===== src/design/bec_pkg.sv =====
`default_nettype none

package bec_pkg;

  // Debounce history length and count wrap
  localparam int unsigned HISTORY_DEPTH_DEF = 12;
  localparam int unsigned COUNT_RANGE       = 1024;
  localparam int unsigned CNT_W             = $clog2(COUNT_RANGE);

  // Field widths
  localparam int unsigned KEY_W  = 8;
  localparam int unsigned ENC_W  = 4;
  localparam int unsigned STEP_W = 3;
  localparam int unsigned POS_W  = 10;
  localparam int unsigned TMR_W  = 8;

  // Register reset values
  localparam logic [TMR_W-1:0] HOLD_TICKS_RST = 8'd16;
  localparam logic [TMR_W-1:0] GAP_TICKS_RST  = 8'd32;

  // Register indexes
  localparam logic REG_HOLD = 1'b0;
  localparam logic REG_GAP  = 1'b1;

  // Single-key press values and the mode bits they toggle
  localparam logic [KEY_W-1:0] KEY_BTN1  = 8'h01;
  localparam logic [KEY_W-1:0] KEY_BTN2  = 8'h02;
  localparam logic [KEY_W-1:0] KEY_BTN4  = 8'h04;
  localparam logic [KEY_W-1:0] MODE_BIT7 = 8'h80;
  localparam logic [KEY_W-1:0] MODE_BIT6 = 8'h40;
  localparam logic [KEY_W-1:0] MODE_BIT5 = 8'h20;

  // Modes that select a step
  localparam logic [KEY_W-1:0] MODE_STEP1 = 8'h00;
  localparam logic [KEY_W-1:0] MODE_STEP2 = 8'h40;
  localparam logic [KEY_W-1:0] MODE_STEP4 = 8'h20;
  localparam logic [KEY_W-1:0] MODE_STEP0 = 8'h60;

  localparam logic [STEP_W-1:0] STEP_ONE  = 3'd1;
  localparam logic [STEP_W-1:0] STEP_TWO  = 3'd2;
  localparam logic [STEP_W-1:0] STEP_FOUR = 3'd4;
  localparam logic [STEP_W-1:0] STEP_ZERO = 3'd0;

  // Detent phases of a knob
  localparam logic [1:0] PH_REST  = 2'd0;
  localparam logic [1:0] PH_CW    = 2'd1;
  localparam logic [1:0] PH_MID   = 2'd2;
  localparam logic [1:0] PH_CCW   = 2'd3;

  // Phase pin codes
  localparam logic [1:0] PINS_00 = 2'd0;
  localparam logic [1:0] PINS_01 = 2'd1;
  localparam logic [1:0] PINS_10 = 2'd2;
  localparam logic [1:0] PINS_11 = 2'd3;

  typedef struct packed {
    logic             valid;
    logic [KEY_W-1:0] value;
  } press_t;

endpackage

`default_nettype wire


===== src/design/bec_debounce.sv =====
`default_nettype none

module bec_debounce
  import bec_pkg::*;
#(
  parameter int unsigned HISTORY_DEPTH = HISTORY_DEPTH_DEF
) (
  input  wire logic             clk_i,
  input  wire logic             rst_ni,
  input  wire logic             adv_i,
  input  wire logic [KEY_W-1:0] pins_i,
  output logic      [KEY_W-1:0] keys_o
);

  // Earlier samples, newest first; the current sample completes the window.
  logic [KEY_W-1:0] hist_q [HISTORY_DEPTH-1];
  logic [KEY_W-1:0] sample;

  assign sample = ~pins_i;

  always_comb begin
    keys_o = sample;
    for (int i = 0; i < HISTORY_DEPTH - 1; i++) begin
      keys_o = keys_o & hist_q[i];
    end
  end

  always_ff @(posedge clk_i or negedge rst_ni) begin
    if (!rst_ni) begin
      for (int i = 0; i < HISTORY_DEPTH - 1; i++) begin
        hist_q[i] <= '0;
      end
    end else if (adv_i) begin
      hist_q[0] <= sample;
      for (int i = 1; i < HISTORY_DEPTH - 1; i++) begin
        hist_q[i] <= hist_q[i-1];
      end
    end
  end

endmodule

`default_nettype wire


===== src/design/bec_press.sv =====
`default_nettype none

module bec_press
  import bec_pkg::*;
(
  input  wire logic              clk_i,
  input  wire logic              rst_ni,
  input  wire logic              adv_i,
  input  wire logic [KEY_W-1:0]  keys_i,
  input  wire logic [TMR_W-1:0]  hold_ticks_i,
  input  wire logic [TMR_W-1:0]  gap_ticks_i,
  output press_t                 press_o,
  output logic      [KEY_W-1:0]  mode_o,
  output logic      [STEP_W-1:0] step_o,
  output logic      [STEP_W-1:0] step_old_o
);

  logic [TMR_W-1:0]  hold_q, hold_d;
  logic [TMR_W-1:0]  rel_q, rel_d;
  logic [KEY_W-1:0]  mode_q, mode_d;
  logic [STEP_W-1:0] step_q, step_d;

  always_comb begin
    hold_d        = hold_q;
    rel_d         = rel_q;
    press_o.valid = 1'b0;
    press_o.value = '0;
    if (keys_i != '0) begin
      hold_d = (hold_q == '1) ? hold_q : hold_q + 1'b1;
      if (hold_d > hold_ticks_i && rel_q > gap_ticks_i) begin
        press_o.valid = 1'b1;
        press_o.value = keys_i;
        rel_d         = '0;
      end
    end else begin
      rel_d  = (rel_q == '1) ? rel_q : rel_q + 1'b1;
      hold_d = '0;
    end
  end

  always_comb begin
    mode_d = mode_q;
    step_d = step_q;
    if (press_o.valid) begin
      priority case (press_o.value)
        KEY_BTN1: mode_d = mode_q ^ MODE_BIT7;
        KEY_BTN2: mode_d = mode_q ^ MODE_BIT6;
        KEY_BTN4: mode_d = mode_q ^ MODE_BIT5;
        default:  mode_d = mode_q;
      endcase
      priority case (mode_d)
        MODE_STEP1: step_d = STEP_ONE;
        MODE_STEP2: step_d = STEP_TWO;
        MODE_STEP4: step_d = STEP_FOUR;
        MODE_STEP0: step_d = STEP_ZERO;
        default:    step_d = step_q;
      endcase
    end
  end

  assign mode_o     = mode_d;
  assign step_o     = step_d;
  assign step_old_o = step_q;

  always_ff @(posedge clk_i or negedge rst_ni) begin
    if (!rst_ni) begin
      hold_q <= '0;
      rel_q  <= '0;
      mode_q <= '0;
      step_q <= STEP_ONE;
    end else if (adv_i) begin
      hold_q <= hold_d;
      rel_q  <= rel_d;
      mode_q <= mode_d;
      step_q <= step_d;
    end
  end

endmodule

`default_nettype wire


===== src/design/bec_knob.sv =====
`default_nettype none

module bec_knob
  import bec_pkg::*;
(
  input  wire logic [1:0]        phase_i,
  input  wire logic [1:0]        pins_i,
  input  wire logic [CNT_W-1:0]  count_i,
  input  wire logic [STEP_W-1:0] step_i,
  output logic      [1:0]        phase_o,
  output logic      [CNT_W-1:0]  count_o
);

  localparam logic [CNT_W:0] RANGE_X = (CNT_W+1)'(COUNT_RANGE);

  logic [CNT_W:0] cnt_x, st_x, up_sum, dn_sum;

  assign cnt_x  = {1'b0, count_i};
  assign st_x   = (CNT_W+1)'(step_i);
  assign up_sum = (cnt_x + st_x >= RANGE_X) ? cnt_x + st_x - RANGE_X : cnt_x + st_x;
  assign dn_sum = (cnt_x >= st_x) ? cnt_x - st_x : cnt_x + RANGE_X - st_x;

  always_comb begin
    phase_o = phase_i;
    count_o = count_i;
    unique case (phase_i)
      PH_REST: begin
        priority case (pins_i)
          PINS_01: phase_o = PH_CW;
          PINS_10: phase_o = PH_CCW;
          default: phase_o = PH_REST;
        endcase
      end
      PH_CW: begin
        priority case (pins_i)
          PINS_00: phase_o = PH_MID;
          PINS_11: begin
            phase_o = PH_MID;
            count_o = dn_sum[CNT_W-1:0];
          end
          default: phase_o = PH_CW;
        endcase
      end
      PH_MID: begin
        priority case (pins_i)
          PINS_10: phase_o = PH_CCW;
          PINS_01: phase_o = PH_CW;
          default: phase_o = PH_MID;
        endcase
      end
      PH_CCW: begin
        priority case (pins_i)
          PINS_11: begin
            phase_o = PH_REST;
            count_o = up_sum[CNT_W-1:0];
          end
          PINS_00: phase_o = PH_MID;
          default: phase_o = PH_CCW;
        endcase
      end
      default: phase_o = phase_i;
    endcase
  end

endmodule

`default_nettype wire


===== src/design/button_encoder_tick_controller.sv =====
`default_nettype none

// Scan-tick controller for eight active-low pushbuttons and two quadrature
// knobs. Each input beat is one scan tick and yields exactly one output beat.
// A new tick is taken every clock cycle while the output side keeps up. A
// result is presented from the result register after its tick has passed
// the input register: the tick is held there, then the debounce, press and
// knob logic feed the result register. When the output stalls, the input
// register still takes one more tick before s_tready falls. The press hold
// and release gap thresholds sit at byte addresses 0x0 and 0x4 of the APB
// port and must only be written while no tick is in flight. A mode change
// made by a press sets the knob step from the following tick onwards.
module button_encoder_tick_controller
  import bec_pkg::*;
#(
  parameter int unsigned HISTORY_DEPTH = HISTORY_DEPTH_DEF
) (
  input  wire logic        clk_i,
  input  wire logic        rst_ni,
  // APB configuration
  input  wire logic        psel,
  input  wire logic        penable,
  input  wire logic        pwrite,
  input  wire logic [2:0]  paddr,
  input  wire logic [31:0] pwdata,
  output logic      [31:0] prdata,
  output logic             pready,
  // Tick input
  input  wire logic        s_tvalid,
  output logic             s_tready,
  input  wire logic [15:0] s_tdata,   // switch_pins[7:0], encoder_bits[11:8], zero
  // Result output
  output logic             m_tvalid,
  input  wire logic        m_tready,
  output logic      [39:0] m_tdata,   // debounced_keys[7:0], press_value[15:8],
                                      // mode_bits[23:16], step_size[26:24],
                                      // position_count[36:27], zero
  output logic      [0:0]  m_tuser    // press_valid[0]
);

  logic [TMR_W-1:0] hold_ticks_q, gap_ticks_q;
  logic             cfg_wr;

  assign pready = 1'b1;
  assign cfg_wr = psel && penable && pwrite;

  always_ff @(posedge clk_i or negedge rst_ni) begin
    if (!rst_ni) begin
      hold_ticks_q <= HOLD_TICKS_RST;
      gap_ticks_q  <= GAP_TICKS_RST;
    end else if (cfg_wr) begin
      unique case (paddr[2])
        REG_HOLD: hold_ticks_q <= pwdata[TMR_W-1:0];
        REG_GAP:  gap_ticks_q  <= pwdata[TMR_W-1:0];
        default:  hold_ticks_q <= hold_ticks_q;
      endcase
    end
  end

  always_comb begin
    unique case (paddr[2])
      REG_HOLD: prdata = 32'(hold_ticks_q);
      REG_GAP:  prdata = 32'(gap_ticks_q);
      default:  prdata = '0;
    endcase
  end

  // Input register
  logic             in_vld_q;
  logic [KEY_W-1:0] pins_q;
  logic [ENC_W-1:0] enc_q;
  logic             adv;

  assign adv      = in_vld_q && (!m_tvalid || m_tready);
  assign s_tready = !in_vld_q || !m_tvalid || m_tready;

  always_ff @(posedge clk_i or negedge rst_ni) begin
    if (!rst_ni) begin
      in_vld_q <= 1'b0;
    end else if (s_tready) begin
      in_vld_q <= s_tvalid;
    end
  end

  always_ff @(posedge clk_i) begin
    if (s_tready && s_tvalid) begin
      pins_q <= s_tdata[KEY_W-1:0];
      enc_q  <= s_tdata[KEY_W +: ENC_W];
    end
  end

  // Per-tick logic
  logic [KEY_W-1:0]  keys;
  press_t            press;
  logic [KEY_W-1:0]  mode;
  logic [STEP_W-1:0] step_new, step_old;

  bec_debounce #(
    .HISTORY_DEPTH(HISTORY_DEPTH)
  ) u_debounce (
    .clk_i,
    .rst_ni,
    .adv_i  (adv),
    .pins_i (pins_q),
    .keys_o (keys)
  );

  bec_press u_press (
    .clk_i,
    .rst_ni,
    .adv_i        (adv),
    .keys_i       (keys),
    .hold_ticks_i (hold_ticks_q),
    .gap_ticks_i  (gap_ticks_q),
    .press_o      (press),
    .mode_o       (mode),
    .step_o       (step_new),
    .step_old_o   (step_old)
  );

  logic [1:0]       ph1_q, ph1_d, ph2_q, ph2_d;
  logic [CNT_W-1:0] cnt_q, cnt_mid, cnt_d;

  // Knob one moves the count first, knob two continues from its result.
  bec_knob u_knob1 (
    .phase_i (ph1_q),
    .pins_i  (enc_q[3:2]),
    .count_i (cnt_q),
    .step_i  (step_old),
    .phase_o (ph1_d),
    .count_o (cnt_mid)
  );

  bec_knob u_knob2 (
    .phase_i (ph2_q),
    .pins_i  (enc_q[1:0]),
    .count_i (cnt_mid),
    .step_i  (step_old),
    .phase_o (ph2_d),
    .count_o (cnt_d)
  );

  always_ff @(posedge clk_i or negedge rst_ni) begin
    if (!rst_ni) begin
      ph1_q <= PH_REST;
      ph2_q <= PH_REST;
      cnt_q <= '0;
    end else if (adv) begin
      ph1_q <= ph1_d;
      ph2_q <= ph2_d;
      cnt_q <= cnt_d;
    end
  end

  // Result register
  always_ff @(posedge clk_i or negedge rst_ni) begin
    if (!rst_ni) begin
      m_tvalid <= 1'b0;
    end else if (!m_tvalid || m_tready) begin
      m_tvalid <= in_vld_q;
    end
  end

  always_ff @(posedge clk_i) begin
    if (adv) begin
      m_tdata <= {3'b000, POS_W'(cnt_d), step_new, mode, press.value, keys};
      m_tuser <= press.valid;
    end
  end

endmodule

`default_nettype wire


===== config.mk =====
export PLATFORM = sky130hd
export DESIGN_NAME = button_encoder_tick_controller
export DESIGN_NICKNAME = d
export VERILOG_FILES = /design/src/design/bec_pkg.sv /design/src/design/bec_debounce.sv /design/src/design/bec_press.sv /design/src/design/bec_knob.sv /design/src/design/button_encoder_tick_controller.sv
export SDC_FILE = /design/constraint.sdc
export NUM_CORES = 1
export LEC_CHECK = 0
export ABC_AREA = 1
export BUFFER_PORTS_ARGS = -buffer_cell sky130_fd_sc_hd__buf_2
export CAP_MARGIN = 30
export CORE_ASPECT_RATIO = 2
export CORE_MARGIN = 4
export CORE_UTILIZATION = 53
export DETAILED_ROUTE_END_ITERATION = 10
export PLACE_DENSITY_LB_ADDON = 0.05
export SYNTH_ARGS = -nofsm -noshare
export SYNTH_HDL_FRONTEND = slang
export SYNTH_HIERARCHICAL = 1
export SYNTH_SLANG_ARGS = --single-unit

===== constraint.sdc =====
create_clock -name clk_i -period 3.05 [get_ports clk_i]
set_input_delay 0.1525 -clock clk_i [delete_from_list [all_inputs] [get_ports clk_i]]
set_output_delay 0.1525 -clock clk_i [all_outputs]
set_load 0.03 [all_outputs]

======== Word-level counts from Yosys, hierarchy flattened ========
Cells that the tools add are included.
storage, ports and cells
  word-level logic and storage cells ...... 136
  output and inout port bits .............. 76
  bits in registers ....................... 197
  bits of input ports ..................... 58
operators by class
  bitwise operators ....................... 16
  $lt $le $gt $ge ......................... 6
  eq/ne operators ......................... 22
  add/sub/neg operators ................... 12
  reduce and logical (&&, ||, !) cells .... 21
  mux-type cells .......................... 33
operator list
  operator               number
  $and 8x8->8            11
  $mux 10                8
  $pmux 32 s2            1
  $mux 8                 7
  $pmux 10 s2            2
  $sub 10x3->10          4
  $pmux 2 s2             6
  $pmux 8 s3             1
  $add 10x3->11          2
  $ge 11x11->1 const B   2
  $add 10x1->10 const B  2
  $ge 10x3->1            2
  $sub 10x1->10 const B  2
  $mux 9                 2
  $add 8x1->8 const B    2
  $eq 2x2->1 const B     8
  $eq 8x7->1 const B     2
  $eq 8x8->1 const B     2
  $gt 8x8->1             2
  $pmux 2 s4             2
  $pmux 3 s4             1
  $eq 2x1->1 const B     4
  $eq 8x1->1 const B     1
  $eq 8x2->1 const B     1
  other kinds (17)       33

======== Longest topological paths before layout ========
Gate-level depths: netlist of the first run.
  word-level depth ........................ 20
  mapped depth ............................ 29
  depth with buffers taken out ............ 29

======== By module ========
The synthesis of the first run kept the hierarchy.
by module, submodules not included
  module                          area each (sq um)  seq. area each (sq um)  times used  cells an instance
  bec_debounce                    3616.0             2202.1                  1           435
  button_encoder_tick_controller  3113.0             2304.7                  1           248
  bec_press                       1968.1             551.8                   1           287
  bec_knob at u_knob2             696.9              0.0                     1           133
  bec_knob at u_knob1             678.2              0.0                     1           132

======== Worst setup path after synthesis of the first run ========
Ideal clock, no wire load.
  path type ............................... register to register
  from .................................... register u_press.hold_q[0]
  to ...................................... register m_tdata[24], data pin
  cell stages (with the launch flop) ...... 27
  slack ................................... -0.153 ns
  path buffers ............................ 0
  arrival time ............................ 2.948 ns
  data required time ...................... 2.795 ns
  cells stage by stage .................... dfrtp_1 ha_1 inv_1 nor4_2 inv_1 nor2_1 nand2_1 nand2_1 xor2_1 inv_1 ha_1 a21o_1 nand2_1 nand2_1 clkinv_1 nand2_2 inv_2 nor2_8 o21ai_1 nand2_2 inv_2 nand2_2 nand2_1 nand2_2 nor2_2 nand2_1 and2_1
RTL lines
  item                    RTL line                               text
  from (decl)             bec_press.sv:18                        logic [TMR_W-1:0] hold_q, hold_d;
  from (signal assigned)  bec_press.sv:72                        hold_q <= hold_d;
  to (signal assigned)    button_encoder_tick_controller.sv:166  m_tdata <= {3'b000, POS_W'(cnt_d), step_new, mode, press.value, keys};
  to (decl)               button_encoder_tick_controller.sv:35   output logic [39:0] m_tdata,

======== Worst setup path in the final report of the first run ========
  from .................................... register u_press.hold_q[0]
  to ...................................... register m_tdata[26], data pin
on the way
  word-level cells in the longest chain between the ends .. 12
  elaborated cells on any way between the ends .. 18
ends and longest elaborated chain
  item                                       RTL line                              text
  $add 8x1->8 or $eq 8x8->1 (tied branches)  bec_press.sv:29                       hold_d = (hold_q == '1) ? hold_q : hold_q + 1'b1;
  $mux 8 *                                   bec_press.sv:29
  $gt 8x8->1 *                               bec_press.sv:30                       if (hold_d > hold_ticks_i && rel_q > gap_ticks_i) begin
  $logic_and 1x1->1 *                        bec_press.sv:30
  $mux 9 *                                   bec_press.sv:30
  $mux 9 *                                   bec_press.sv:28                       if (keys_i != '0) begin
  $eq 8x3->1, or another cell as far along   bec_press.sv:45                       priority case (press_o.value)
  $pmux 8 s3                                 bec_press.sv:45
  $mux 8                                     bec_press.sv:44                       if (press_o.valid) begin
  $eq 8x7->1, or another cell as far along   bec_press.sv:51                       priority case (mode_d)
  $pmux 3 s4                                 bec_press.sv:51
  $mux 3 *                                   bec_press.sv:44
  net step_new[2]                            button_encoder_tick_controller.sv:96  logic [STEP_W-1:0] step_new, step_old;
Mark *: on every way through the listed nets, which the timed path passes. The rest lies on a longest branch. The select of a mux whose other input is x is not followed.
A chain may end at the register's enable or synchronous reset.

==> results.toml, run 1 <==
[routing]
wl_per_cell_um = 14.21
drt-pass1-iter-count = 5
drc = 0
final_antenna_net_count = 0
drtIter0Drc = 330
vias = 8174
drt_wl_total_um = 23470
routed_via_density = 4.948

[timing]
clock_skew_ns = 0.01440
setup_viol = 15
rsz0062_at_grt = "true"
period_minus_slack_ns = 3.387
slew_violations = 0
hold_ws_ns = 0.1094
period_share_pct = 111.0
slew_headroom_pct = 41.30
timing.fmax_mhz = 295.3
tightest_slew_ns = 0.8805
hold_viol = 0
post-route-worst-setup-slack_ns = -0.3368

[floorplanning]
die_w_um = 105.5
num_rows = 71
start_util_pct = 53.73
ios = 134
core_area_sq_um = 18740
die_h_um = 203.0
die_area_sq_um = 21410

[grt]
grt_start_max_net_pins = 97
grt_first_pass_wirelength_um = 38380
met3_usage_pct = 2.800
track_usage_pct = 22.45
met2_usage_pct = 42.65
grt_overflow_total = 0
grt_use_met1_pct = 24.50
grt_pass1_vias = 8090
antenna_found_initial = 0
grt.busiest_layer = "met2"

[layout]
multiInputGateArea_sq_um = 4521
antennaDiodeCount = 0
finalInstanceArea_sq_um = 12120
final_common_cell = "nand2_1"
mostFrequentLayoutCells = "nand2_1 (495), dfrtp_1 (139), inv_1 (125)"
seqCellArea_sq_um = 5059
fill_cells = 1629
fin_nets = 1484
area_growth_pct = 20.30
drive_gt1_share_pct = 20.26

[cts]
clk_pin_slew_ns = 0.07
numCtsBuffers = 17
cts_sinks = 192
root_buffer = "clkbuf_16"
cts.path.max_buffers = 2
cts_tree = "yes"
clock_latency_ns = 0.43
cts_max_level = 4

[pwr]
p_clk_share_pct = 29.8
powerDensity_nw_per_um2 = 582.1
power.leakage_nw = 6.207
comb_power_share_pct = 20.4
pwr-share-seq_pct = 49.8
power.switching_w = 0.002329
p_int_w = 0.004724
ir_drop_mv = 0.5253
finalPower_w = 0.007053
sw_frac_of_total_pct = 33.02

[synth]
avgSynthCellArea_sq_um = 8.156
synth_flop_cell = "dfrtp_1"
async_flop_share_pct = 73.96
netlist_area_sq_um = 10070
synth_cell_types = 45
syn_inst = 1235
synth_edf_count = 50
ys_warn_count = 6
ys_ff_latch = 192
yosysSeqAreaShare_pct = 50.22

[run]
maxCapViolCount = 0

[hold_path]
worstHoldStart = "paddr[2]"
min_path_type = "input pin to flip-flop"
hold_path_depth = 3
worstHoldEndpoint = "gap_ticks_q[5]"

[placement]
globalplace.congestion = 0.8655
dp_hpwl_um = 16580
dpl_cell_area_sq_um = 10840
io_buffers = 75
pre_cts_ws_ns = -0.2740

[critical_path]
end_kind = "flip-flop"
worst_r2r_path_depth = 25
rr_endpoint = "m_tdata[26]"
r2r_slack_ns = -0.34
r2r_start = "u_press/hold_q[0]"
crit_path_max_fanout = 3
criticalPathCategory = "flip-flop to flip-flop"
required_ns = 3.23
cp.arrival_ns = 3.57
start_kind = "flip-flop"

[run_status]
status = "finished with violations"
violations = "negative setup slack"
## worst max path at each step
stage	startpoint	endpoint	slack, ns	cells after the start
after floorplan	u_press/hold_q[0]	m_tdata[24]	0.0004	25
after global placement	u_press/hold_q[0]	m_tdata[24]	-0.20	25
after detailed placement	u_press/hold_q[0]	m_tdata[26]	-0.27	25
after CTS	u_press/hold_q[1]	m_tdata[26]	-0.23	25
after global routing	u_press/hold_q[0]	m_tdata[26]	-0.59	25
final	u_press/hold_q[0]	m_tdata[26]	-0.34	25
## power by group through the flow
stage	Sequential, W	Combinational (W)	Clock [W]
after floorplan	0.00352	0.000954	0
after global placement	0.00355	0.00129	0
after CTS	0.00351	0.00136	0.00217
after global routing	0.00358	0.00165	0.00228
after detailed placement	0.00356	0.00132	0
final	0.00351	0.00144	0.00210
## state kept, by name, summed over array words and instances (netlist names), 4 cells and up
signal             flops
hold_ticks_q           8
cnt_q                 10
u_debounce/hist_q     88
enc_q                  4
u_press/hold_q         8
pins_q                 8
u_press/rel_q          8
gap_ticks_q            8
m_tdata               37
## worst max-delay path: stages (launching register included)
cell and delay, ns:
dfrtp_1 0.40, buf_4 0.13, inv_1 0.06, nor3_2 0.16, inv_1 0.10, nor2_2 0.16
nand3_2 0.10, nor3_1 0.17, a21oi_1 0.08, ha_1 0.30, nand2_1 0.06, inv_1 0.10
nand3_2 0.11, inv_1 0.09, nand2_2 0.07, nand2_4 0.08, nand4_1 0.17, nor2_2 0.14
nand2_2 0.08, inv_2 0.07, nand2_2 0.06, nand2_2 0.08, nand2_2 0.06, nor2_4 0.11
nand2_1 0.08, and2_4 0.14
## synthesized netlist by cell type, types with 13 or more instances
| cell type | number | area [sq um] |
|---|---|---|
| a21oi_1 | 18 | 90.09 |
| nand2_1 | 512 | 1922 |
| ha_1 | 38 | 475.5 |
| buf_2 | 16 | 80.08 |
| nand2_2 | 13 | 81.33 |
| o21ai_0 | 39 | 195.2 |
| dfrtp_1 | 139 | 3478 |
| edfxtp_1 | 50 | 1501 |
| buf_4 | 35 | 262.8 |
| nor2_1 | 72 | 270.3 |
| inv_1 | 131 | 491.7 |
| nand3_1 | 57 | 285.3 |
| nand4_1 | 19 | 118.9 |
## what timing repair did
action	4_1_cts	5_1_grt
pin swaps	7	22
setup buffers	7	11
hold endpoints to repair	66	0
hold buffers	22	0
endpoints found under the setup margin	18	37
resized for setup	15	79
cloned	0	0
## final cells by class
class	count	area share [%]
multi-input cells	872	37.31
inverters	140	4.409
clock inverters	14	0.9913
clock buffers	18	3.625
flip-flops and latches	192	41.75
well taps	255	2.633
repair buffers	161	9.283
## metrics by stage
| stage | cells | TNS [ns] | util (%) |
|---|---|---|---|
| floorplan | 1265 | 0 | - |
| global placement | 1581 | -1.208 | 57.83 |
| detailed placement | 1581 | -1.907 | 57.83 |
| CTS | 1641 | -1.210 | 62.50 |
| global route | 1652 | -6.693 | 64.64 |
| finish | 1652 | -2.521 | 64.64 |
## layer usage
layer / wire [um] / part of all wire, % / up-vias
met5: 0 / 0 / -
met4: 826 / 3.5 / 0
met1: 8892 / 38 / 3889
met2: 13280 / 57 / 133
met3: 469 / 2.0 / 49
li1: - / - / 4103
## cell families after synthesis
group           count (synthesis)  synth area share, %
compound gates                 82                4.684
xor+xnor                        8               0.6957
fa+ha+maj                      42                5.516
buf+inv                       201                9.553
flops                         192                50.22
other cells                     3               0.1118
simple gates                  707                29.22
Note: power is estimated with default switching activity, not from simulation.
==> inputs of run 2 (changes only) <==
==> constraint.sdc (replaced) <==
create_clock -name clk_i -period 3.05 [get_ports clk_i]
set_input_delay 0.61 -clock clk_i [delete_from_list [all_inputs] [get_ports clk_i]]
set_output_delay 0.61 -clock clk_i [all_outputs]
set_load 0.03 [all_outputs]
==> results.toml, run 2 (synthesized netlist as in run 1, its figures left out) <==
[grt]
grt_start_max_net_pins = 143
grt_first_pass_wirelength_um = 37510
track_usage_pct = 22.13
grt_overflow_total = 0
grt_pass1_vias = 7880
antenna_found_initial = 0

[critical_path]
crit_path_max_fanout = 6
start_kind = "flip-flop"
cp.arrival_ns = 3.58
end_kind = "flip-flop"
criticalPathCategory = "flip-flop to flip-flop"
worstPathCellList = "inv_2 -> nor4_4 -> inv_2 -> nor2_4 -> nand2_4 -> nand2_4 -> xor2_4 -> inv_2 -> ha_4 -> nand3_2 -> inv_1 -> nand2_2 -> nand2_4 -> inv_2 -> nor2_8 -> o21ai_2 -> nand2_2 -> inv_2 -> buf_6 -> nand3_2 -> nand2_4 -> nand2_4 -> nand2_1 -> and2_1"
max_stage_delay_ns = 0.37
cp_top_family = "simple AND/OR/NAND/NOR gates"
cp_slowest_cell = "dfrtp_1"
required_ns = 3.25
crit_buf_inv = 7

[pwr]
powerDensity_nw_per_um2 = 587.1
power.leakage_nw = 6.135
ir_drop_mv = 0.4946

[floorplanning]
die_h_um = 203.0
die_area_sq_um = 21410
die_w_um = 105.5
core_area_sq_um = 18740
ios = 134
start_util_pct = 53.73
num_rows = 71

[layout]
finalInstanceArea_sq_um = 12010
largest_reg_flops = 88
antennaDiodeCount = 0
drive_gt1_share_pct = 20.64
final_util_pct = 64.06
area_growth_pct = 19.22
fin_nets = 1468
fill_cells = 1649
seqCellArea_sq_um = 5059
reg.largest.list = "u_debounce/hist_q x88, m_tdata x37, cnt_q x10"
final_common_cell = "nand2_1"
mostFrequentLayoutCells = "nand2_1 (496), dfrtp_1 (139), inv_1 (123)"
regMostFlops = "u_debounce/hist_q"
multiInputGateArea_sq_um = 4549

[timing]
clock_skew_ns = 0.01026
rsz0062_at_grt = "true"
timing.fmax_mhz = 295.0
slew_headroom_pct = 42.81
post-route-worst-setup-slack_ns = -0.3393
tightest_slew_ns = 0.8578
slew_violations = 0
period_minus_slack_ns = 3.389
hold_viol = 0
period_share_pct = 111.1
setup_viol = 20

[hold_path]
min_path_type = "input pin to async pin"

[placement]
dp_hpwl_um = 15820
globalplace.congestion = 0.8560
io_buffers = 75
dpl_cell_area_sq_um = 10780

[routing]
vias = 8124
drtIter0Drc = 378
wl_per_cell_um = 14.33
drc = 0
drt-pass1-iter-count = 5
drt_wl_total_um = 23440
final_antenna_net_count = 0
routed_via_density = 4.966

[cts]
cts_max_level = 4
clk_pin_slew_ns = 0.07
cts.path.max_buffers = 2
numCtsBuffers = 17
root_buffer = "clkbuf_16"
hold_buffers = 0
cts_tree = "yes"
cts_sinks = 192
clock_latency_ns = 0.43

[run_status]
violations = "negative setup slack"
status = "finished with violations"

[run]
maxCapViolCount = 0
-- run 2: cell types whose count changed in the layout (fill, tap and decap cells not counted), moves of 3 or more --
cell / before / now
clkbuf_1: 0 / 5
inv_6: 5 / 1
buf_6: 7 / 11
inv_2: 11 / 15
xor2_2: 4 / 0
inv_8: 3 / 0
nor2_4: 7 / 11
dlygate4sd3_1: 22 / 0
-- run 2: where the power goes --
group | leakage [nW] | total, W | internal [W] | switching, W
sequential | 2.34 | 0.00351 | 0.00313 | 0.000374
clock | 0.264 | 0.00214 | 0.00119 | 0.000947
combinational | 3.53 | 0.00140 | 0.000486 | 0.000919
total | 6.13 | 0.00705 | 0.00481 | 0.00224
-- run 2: through the flow --
| step | instances | hold slack [ns] | TNS [ns] | worst slack, ns | total power, W |
|---|---|---|---|---|---|
| CTS | 1623 | 0.3131 | -2.637 | -0.3119 | 0.007070 |
| detailed placement | 1571 | 0.4605 | -3.886 | -0.4122 | 0.004861 |
| floorplan | 1265 | 0.3144 | 0 | 0.0003726 | 0.004479 |
| global placement | 1571 | 0.4565 | -2.120 | -0.2987 | 0.004821 |
| finish | 1636 | 0.2338 | -4.590 | -0.3393 | 0.007049 |
| global route | 1636 | 0.3192 | -9.073 | -0.5590 | 0.007487 |
-- run 2: worst register-to-register path: stages (launching register included) --
cell and delay (ns):
dfrtp_1 0.37, inv_2 0.09, nor4_4 0.33, inv_2 0.09, nor2_4 0.16, nand2_4 0.11, nand2_4 0.10, xor2_4 0.19
inv_2 0.06, ha_4 0.27, nand3_2 0.11, inv_1 0.10, nand2_2 0.08, nand2_4 0.09, inv_2 0.06, nor2_8 0.16
o21ai_2 0.08, nand2_2 0.13, inv_2 0.07, buf_6 0.11, nand3_2 0.06, nand2_4 0.07, nand2_4 0.07, nand2_1 0.06
and2_1 0.15
-- run 2: repair_timing --
action                     CTS  global route
gates resized for setup     39            60
hold endpoints to repair     0             0
buffers inserted            20            13
pin swaps                   29            33
setup endpoints to repair   20            45
-- run 2: final cells by class --
class / instances / area share, %
flip-flops and latches: 192 / 42.13
multi-input cells: 872 / 37.89
repair buffers: 145 / 8.180
inverters: 140 / 4.408
clock buffers: 26 / 4.345
well taps: 255 / 2.657
clock inverters: 6 / 0.3960
-- run 2: worst paths after layout --
kind                                   startpoint                    end  depth (start not counted)  slack (ns)
worst max-delay path            u_press/hold_q[2]            m_tdata[24]                         24       -0.34
worst min-delay path                       rst_ni        hold_ticks_q[7]                          2        0.23
worst max register to register  u_press/hold_q[2]            m_tdata[24]                         24       -0.34
worst min register to register          pins_q[1]  u_debounce/hist_q[81]                          1        0.47
max in group asynchronous                  rst_ni  u_debounce/hist_q[87]                          2        2.16
min in group clk_i                     s_tdata[5]              pins_q[5]                          1        0.35
-- run 2: layer usage --
layer	global-route usage (%)	vias up	share of wire [%]
met2	41.67	132	56
met5	0	-	0
li1	-	4070	-
met1	23.86	3878	38
met3	3.213	44	2.5
met4	10.42	0	3.4
